[config.mk]
export PLATFORM = sky130hd
export DESIGN_NAME = ddws_div
export DESIGN_NICKNAME = d
export VERILOG_FILES = /design/src/hw/rtl/ddws_div_cell.sv /design/src/hw/rtl/ddws_div.sv
export SDC_FILE = /design/constraint.sdc
export NUM_CORES = 2
export LEC_CHECK = 0
export ABC_AREA = 1
export BUFFER_PORTS_ARGS = -buffer_cell sky130_fd_sc_hd__buf_4
export CORE_MARGIN = 4
export CORE_UTILIZATION = 60
export CTS_CLUSTER_DIAMETER = 120
export DETAILED_ROUTE_END_ITERATION = 12
export MAX_ROUTING_LAYER = met4
export PLACE_DENSITY_LB_ADDON = 0.08
export SYNTH_ARGS = -nofsm -noshare
export SYNTH_HDL_FRONTEND = slang
export SYNTH_SLANG_ARGS = --single-unit
[constraint.sdc]
create_clock -name i_clk -period 2.5 [get_ports i_clk]
set_input_delay 0.25 -clock i_clk [delete_from_list [all_inputs] [get_ports i_clk]]
set_output_delay 0.25 -clock i_clk [all_outputs]
set_load 0.05 [all_outputs]
[src/hw/rtl/ddws_div_cell.sv]
module ddws_div_cell #(
    parameter int DW = 8,
    parameter int QW = 8,
    parameter int SW = 1
) (
    input  logic          i_clk,
    input  logic          i_rst_n,
    input  logic          i_en,
    input  logic          i_vld,
    input  logic [DW-1:0] i_rem,
    input  logic [QW-1:0] i_word,
    input  logic [DW-1:0] i_den,
    input  logic [SW-1:0] i_side,
    output logic          o_vld,
    output logic [DW-1:0] o_rem,
    output logic [QW-1:0] o_word,
    output logic [DW-1:0] o_den,
    output logic [SW-1:0] o_side
);

    logic          r_vld;
    logic [DW-1:0] r_rem, n_rem;
    logic [QW-1:0] r_word, n_word;
    logic [DW-1:0] r_den;
    logic [SW-1:0] r_side;
    logic [DW:0]   w_trial;
    logic          w_ge;

    // shift in the next numerator bit, subtract when it fits
    assign w_trial = {i_rem, i_word[QW-1]};
    assign w_ge    = w_trial >= {1'b0, i_den};
    assign n_rem   = w_ge ? DW'(w_trial - {1'b0, i_den}) : w_trial[DW-1:0];
    assign n_word  = {i_word[QW-2:0], w_ge};

    always_ff @(posedge i_clk) begin
        if (!i_rst_n) begin
            r_vld <= 1'b0;
        end else if (i_en) begin
            r_vld <= i_vld;
        end
    end

    always_ff @(posedge i_clk) begin
        if (i_en) begin
            r_rem  <= n_rem;
            r_word <= n_word;
            r_den  <= i_den;
            r_side <= i_side;
        end
    end

    assign o_vld  = r_vld;
    assign o_rem  = r_rem;
    assign o_word = r_word;
    assign o_den  = r_den;
    assign o_side = r_side;

endmodule

[src/hw/rtl/ddws_div.sv]
module ddws_div #(
    parameter int NW = 62,
    parameter int DW = 21,
    parameter int QW = 32,
    parameter int SW = 1
) (
    input  logic          i_clk,
    input  logic          i_rst_n,
    input  logic          i_en,
    input  logic          i_vld,
    input  logic [NW-1:0] i_mag,
    input  logic [DW-1:0] i_den,
    input  logic [SW-1:0] i_side,
    output logic          o_vld,
    output logic [QW-1:0] o_quot,
    output logic          o_ovf,
    output logic [SW-1:0] o_side
);

    localparam int HW = NW - QW;
    localparam int CW = (HW > DW) ? HW : DW;

    logic [CW-1:0] w_hi, w_den_x;
    logic          w_ovf;

    logic          r_vld;
    logic [DW-1:0] r_rem;
    logic [QW-1:0] r_word;
    logic [DW-1:0] r_den;
    logic [SW:0]   r_side;

    logic          c_vld  [QW+1];
    logic [DW-1:0] c_rem  [QW+1];
    logic [QW-1:0] c_word [QW+1];
    logic [DW-1:0] c_den  [QW+1];
    logic [SW:0]   c_side [QW+1];

    // quotient needs more than QW bits when the top part already reaches the divisor
    assign w_hi    = CW'(i_mag[NW-1:QW]);
    assign w_den_x = CW'(i_den);
    assign w_ovf   = w_hi >= w_den_x;

    always_ff @(posedge i_clk) begin
        if (!i_rst_n) begin
            r_vld <= 1'b0;
        end else if (i_en) begin
            r_vld <= i_vld;
        end
    end

    always_ff @(posedge i_clk) begin
        if (i_en) begin
            r_rem  <= w_ovf ? '0 : w_hi[DW-1:0];
            r_word <= i_mag[QW-1:0];
            r_den  <= i_den;
            r_side <= {w_ovf, i_side};
        end
    end

    assign c_vld[0]  = r_vld;
    assign c_rem[0]  = r_rem;
    assign c_word[0] = r_word;
    assign c_den[0]  = r_den;
    assign c_side[0] = r_side;

    for (genvar g = 0; g < QW; g++) begin : g_cell
        ddws_div_cell #(
            .DW(DW),
            .QW(QW),
            .SW(SW + 1)
        ) u_cell (
            .i_clk  (i_clk),
            .i_rst_n(i_rst_n),
            .i_en   (i_en),
            .i_vld  (c_vld[g]),
            .i_rem  (c_rem[g]),
            .i_word (c_word[g]),
            .i_den  (c_den[g]),
            .i_side (c_side[g]),
            .o_vld  (c_vld[g+1]),
            .o_rem  (c_rem[g+1]),
            .o_word (c_word[g+1]),
            .o_den  (c_den[g+1]),
            .o_side (c_side[g+1])
        );
    end

    assign o_vld  = c_vld[QW];
    assign o_quot = c_word[QW];
    assign o_ovf  = c_side[QW][SW];
    assign o_side = c_side[QW][SW-1:0];

endmodule

Word level (Yosys, flattened, before mapping):

Index checks and enable logic that the tools add are counted.

* output and inout port bits: 35
* RAM bits: 0
* flip-flop bits (word level): 2499
* memories kept: 0
* bits in read-only memories: 0
* word-level logic and storage cells: 258
* latch bits: 0
* input port bits: 88

* bitwise gates (word level): 0
* reduce and logical (&&, ||, !) cells: 0
* eq/ne operators: 0
* mux-type cells: 31
* shift-type cells: 0
* div/mod/pow operators: 0
* add/sub/neg operators: 31
* multiply operators: 0
* order comparisons: 33

Operators with widths (count)
* >= comparator 22 x 21 -> 1 bit: 32
* two-way mux 21 bit: 31
* subtractor 21 bit: 31
* >= comparator 30 x 21 -> 1 bit: 1

Longest topological paths before layout:

* depth after elaboration: 2
* depth in mapped cells: 16
* depth with buffers taken out: 15

By module:

From an unflattened synthesis, not the netlist that was laid out.

* cell total of the unflattened synthesis: 14515
* area total of the unflattened synthesis: 135252.2 µm²

By module, submodules not included
* ddws_div_cell: instances 32, area each 4126.5 µm², cells an instance 446, seq. area each 2302.2 µm²
* ddws_div: instances 1, area each 3205.6 µm², cells an instance 243, seq. area each 2302.2 µm²

Least setup slack after synthesis:

No wires, ideal clock.

* path type: flip-flop to flip-flop
* start: register g_cell[5].u_cell.r_word[31]
* end: register g_cell[6].u_cell.r_rem[10], data pin
* period minus slack after synthesis: 2.103 ns
* arrival time: 1.850 ns
* setup slack: 0.397 ns
* library setup time: 0.252 ns
* cell stages (with the launch flop): 16
* path buffers: 1
* required time: 2.248 ns
* cell sequence: edfxtp_1 inv_1 ha_1 inv_1 fa_1 nand2_1 nand2_1 nand3_1 nand2_1 nand2_1 nand2_1 nand2_1 nand2_4 buf_4 nand2_1 nand2_1

* word-level cells in the longest chain between the ends: 2
* elaborated cells on any way between the ends: 3
* those cells by class: 1 x add/sub; 1 x order compare; 1 x mux

Ends and longest elaborated chain
* start: declaration: line ddws_div_cell.sv:23 `logic [QW-1:0] r_word, n_word;`
* start signal: assignment: line ddws_div_cell.sv:46 `r_word <= n_word;`
* >= comparator 22 x 21 -> 1 bit: line ddws_div_cell.sv:31 `assign w_ge = w_trial >= {1'b0, i_den};`
* via g_cell[6].u_cell.w_ge: line ddws_div_cell.sv:27 `logic w_ge;`
* two-way mux 21 bit: line ddws_div_cell.sv:32 `assign n_rem = w_ge ? DW'(w_trial - {1'b0, i_den}) : w_trial[DW-1:0];`
* via g_cell[6].u_cell.n_rem[10]: line ddws_div_cell.sv:22 `logic [DW-1:0] r_rem, n_rem;`
* end signal: assignment: line ddws_div_cell.sv:45 `r_rem <= n_rem;`
* end: declaration: line ddws_div_cell.sv:22

The timed path passes the listed nets, and every way through them passes these cells.
A chain may end at the register's enable or synchronous reset.

Worst setup path in the final report:

* start: register g_cell[17].u_cell.r_word[31]
* end: register g_cell[18].u_cell.r_rem[2], data pin

* word-level cells in the longest chain between the ends: 2
* elaborated cells on any way between the ends: 3
* those cells by class: 1 x add/sub; 1 x order compare; 1 x mux

Ends and longest elaborated chain (line)
* start: declaration: ddws_div_cell.sv:23
* start signal: assignment: ddws_div_cell.sv:46
* subtractor 21 bit / >= comparator 22 x 21 -> 1 bit (equally long branches): ddws_div_cell.sv:32, ddws_div_cell.sv:31
* two-way mux 21 bit *: ddws_div_cell.sv:32
* via g_cell[18].u_cell.n_rem[2]: ddws_div_cell.sv:22
* end signal: assignment: ddws_div_cell.sv:45
* end: declaration: ddws_div_cell.sv:22

The timed path passes the listed nets; every way through them passes the cells marked *.

==> impl_metrics.csv <==
group,metric,value,unit
outcome,run_status,"finished with violations",
outcome,violations,"negative setup slack",
critical_path,crit_path_top_delay_cell,"edfxtp_1",
sta,fin_crit_sh,1.04,
routing,wire_per_inst,19.6,um
sta,setup_viol,29,
sta,slew_headroom,0.330,
synthesis,async_flop_share,0,
pwr,vdd_drop_max,0.843,mV
synthesis,synth-warning-count,0,
clocking,insertion_delay,0.95,ns
routing,num_vias,100000,
routing,route.detailed.drc,0,
job,cap_violations,0,
clocking,cts_buffers,279,
critical_path,crit_path_start,"g_cell[17].u_cell.o_word[31]$_DFFE_PP_",
sta,worst_slack,-0.0898,ns
synthesis,ys_seq_elements,2499,
grt,antenna_found_initial,8,
routing,ant_nets,0,
sta,final_hold_viol_count,0,
placed_design,place_inst,17600,
cells_and_area,fin_util,0.694,
min_path,hp-class,"input port to flip-flop",
critical_path,crit_cells,16,
cells_and_area,drive_gt1_frac,0.100,
synthesis,synth.cell_area,132000,sq um
cells_and_area,finalNonFillerCells,18300,
clocking,clk_pin_slew,0.07,ns
placed_design,post-place-ws,-0.202,ns
critical_path,worstSetupPathType,"flip-flop to flip-flop",
sta,tightest_slew,1.00,ns
cells_and_area,fin_nets,16100,
routing,dr.pass1.iters,7,
sta,slew_violations,0,
critical_path,crit_chain,"inv_2, ha_4, inv_2, fa_2, nand2_2, nand2_1, nand3_2, nand2_2, nand2_2, nand2_2, nand2_4, nand2_8, inv_8, clkbuf_16, nand2_1, nand2_1",
clocking,clock-sinks,2499,
grt,grt_pass1_wl,548000,um
placed_design,hpwl,261000,um
routing,drtIter0Drc,10500,
pwr,p_leak,70.9,nW
critical_path,cpLargestDelayFamily,"simple AND/OR/NAND/NOR gates",
synthesis,synth_top_area_cell,"edfxtp_1",
cells_and_area,synthToLayoutAreaGrowth,14.7,%
floorplanning,start_util,0.605,
sta,min_period,2.59,ns
critical_path,critical_path.max_stage_delay,0.42,ns
critical_path,path_buf_inv,4,
floorplanning,die_h,477,um
critical_path,required,3.30,ns
placed_design,io_buffers,122,
clocking,cts_buffer_depth,4,
sta,skew,0.0841,ns
critical_path,r2r_start,"g_cell[17].u_cell.o_word[31]$_DFFE_PP_",
critical_path,reg2reg_depth,16,
synthesis,syn-num-nets,15200,
grt,grt_use_total,0.316,
grt,grt_overflow_total,0,
floorplanning,rows,171,
floorplanning,core_area,218000,sq um
critical_path,critPathMaxFanout,10,
routing,routed_wl,360000,um
critical_path,endpoint,"g_cell[18].u_cell.o_rem[2]$_DFFE_PP_",
synthesis,synthTopCellsByArea,"edfxtp_1 56%, nand2_1 15%, inv_1 6.6%",
routing,vias_per_cell,5.47,
floorplanning,pin_count,123,
critical_path,cp-end-kind,"flip-flop",
floorplanning,die_w,477,um
grt,grt_pass1_vias,96700,
critical_path,timing.critical_path.mode_cell,"nand2_2",
pwr,powerDensity,1220,nW/um^2
critical_path,crit_path_start_kind,"flip-flop",
critical_path,worstPathArrival,3.39,ns
cells_and_area,fillCellCount,16400,
floorplanning,die_area,227000,sq um
synthesis,yosysMostFrequentCell,"nand2_1",
min_path,min_from,"i_mag[19]",
clocking,cts_tree,"yes",
placed_design,gp_congestion,1.00,
synthesis,yosys.area.top_type_share,0.562,
critical_path,r2r_setup_slack,-0.09,ns
synthesis,synth_area_per_cell,9.19,sq um
critical_path,reg2reg_to,"g_cell[18].u_cell.o_rem[2]$_DFFE_PP_",
sta,fmax,386,MHz
synthesis,ys_seq_area_frac,0.567,
synthesis,synthDistinctLibCells,40,
grt,grt_max_degree,92,
clocking,htree_levels,5,
clocking,cts-root-buf,"clkbuf_16",
synthesis,synth_edf_count,2466,
synthesis,synth_cells,14300,
synthesis,synthFlopType,"edfxtp_1",
synthesis,synth.top_cells.by_count,"5,288 x nand2_1, 2,466 x edfxtp_1, 2,313 x inv_1",
worst min path at each step:
| stage | cells past startpoint | to |
|---|---|---|
| finish | 2 | r_word[19]$_DFFE_PP_ |
| CTS | 2 | r_den[18]$_DFFE_PP_ |
| global route | 2 | r_word[20]$_DFFE_PP_ |
| global placement | 0 | g_cell[7].u_cell.o_word[15]$_DFFE_PP_ |
| detailed placement | 0 | g_cell[0].u_cell.o_word[3]$_DFFE_PP_ |
| floorplan | 0 | r_den[0]$_DFFE_PP_ |
metal layers:
metal / routed length (um) / up-vias / share of wire / GRT usage
li1: - / 48000 / - / -
met1: 153000 / 46700 / 0.42 / 0.426
met2: 166000 / 4438 / 0.46 / 0.500
met3: 25400 / 1029 / 0.071 / 0.0384
met4: 15400 / 0 / 0.043 / 0.113
met5: 0 / - / 0 / -
cell usage in the layout (no fill, tap or decap), types with 35 or more instances in the layout:
| master | Yosys | final |
|---|---|---|
| nand2_1 | 5288 | 5197 |
| edfxtp_1 | 2466 | 2466 |
| inv_1 | 2313 | 2286 |
| nor2_1 | 999 | 984 |
| nand3_1 | 709 | 696 |
| ha_1 | 693 | 647 |
| buf_4 | 79 | 544 |
| a21oi_1 | 446 | 444 |
| clkbuf_16 | 0 | 294 |
| xor2_1 | 195 | 195 |
| nand3b_1 | 175 | 175 |
| nand2_2 | 101 | 173 |
| dlygate4sd3_1 | 0 | 117 |
| o21ai_0 | 133 | 111 |
| nor3_1 | 100 | 100 |
| nand4_1 | 98 | 98 |
| buf_12 | 0 | 95 |
| inv_2 | 63 | 73 |
| o21bai_1 | 63 | 63 |
| clkbuf_1 | 6 | 57 |
| xnor2_1 | 55 | 55 |
| nor2_2 | 26 | 37 |
| clkinv_1 | 0 | 35 |
worst register-to-register path, stage by stage, from the launching register on:
cell and delay, ns:
edfxtp_1 0.42, inv_2 0.14, ha_4 0.16, inv_2 0.06
fa_2 0.38, nand2_2 0.13, nand2_1 0.12, nand3_2 0.09
nand2_2 0.08, nand2_2 0.09, nand2_2 0.08, nand2_4 0.13
nand2_8 0.10, inv_8 0.11, clkbuf_16 0.16, nand2_1 0.08
nand2_1 0.13
area by class of cell:
cell class | instances | area, sq um | share of cell area
clock inverters | 125 | 1300 | 0.00860
multi-input cells | 9310 | 47600 | 0.315
repair buffers | 789 | 7700 | 0.0509
diodes | 6 | 15.0 | 0.0000993
well taps | 2854 | 3570 | 0.0236
inverters | 2376 | 8980 | 0.0593
clock buffers | 344 | 7360 | 0.0487
flip-flops and latches | 2499 | 74700 | 0.494
state kept, by name, summed over array words and instances (netlist names):
register	count
g_cell.u_cell.o_den	651
g_cell.u_cell.o_rem	651
g_cell.u_cell.o_side	64
g_cell.u_cell.o_vld	32
g_cell.u_cell.o_word	1024
r_den	21
r_rem	21
r_side	2
r_vld	1
r_word	32
what timing repair did:
item	CTS	global route
hold buffers	117	0
endpoints found under the setup margin	169	624
hold endpoints to repair	132	0
resized for setup	59	287
gates cloned	1	13
pin swaps	8	38
setup buffers	16	43
where the power goes:
group	internal (mW)	switching, mW	total [mW]
logic	29.4	51.4	80.8
registers	57.5	6.35	63.8
clock network	23.2	16.7	39.9
stage by stage:
step / setup TNS [ns] / cell area (sq um) / power, mW / hold WS, ns
floorplan: 0 / 132000 / 115 / 0.349
global placement: -2.96 / 140000 / 138 / 0.400
detailed placement: -6.44 / 140000 / 140 / 0.405
CTS: 0 / 150000 / 181 / 0.0000593
global route: -1.96 / 151000 / 196 / 0.0178
finish: -1.26 / 151000 / 185 / 0.0522
logic make-up (layout without fill, tap and decap cells):
| group | after synthesis | count (layout) | share of synthesized area |
|---|---|---|---|
| simple gates | 7654 | 7658 | 0.239 |
| buf+inv | 2544 | 3634 | 0.0791 |
| flops | 2499 | 2499 | 0.567 |
| fa+ha+maj | 724 | 724 | 0.0705 |
| compound gates | 678 | 678 | 0.0276 |
| xor+xnor | 250 | 250 | 0.0166 |
| other cells | 0 | 6 | 0 |
Power figures use the tool's default switching activity.
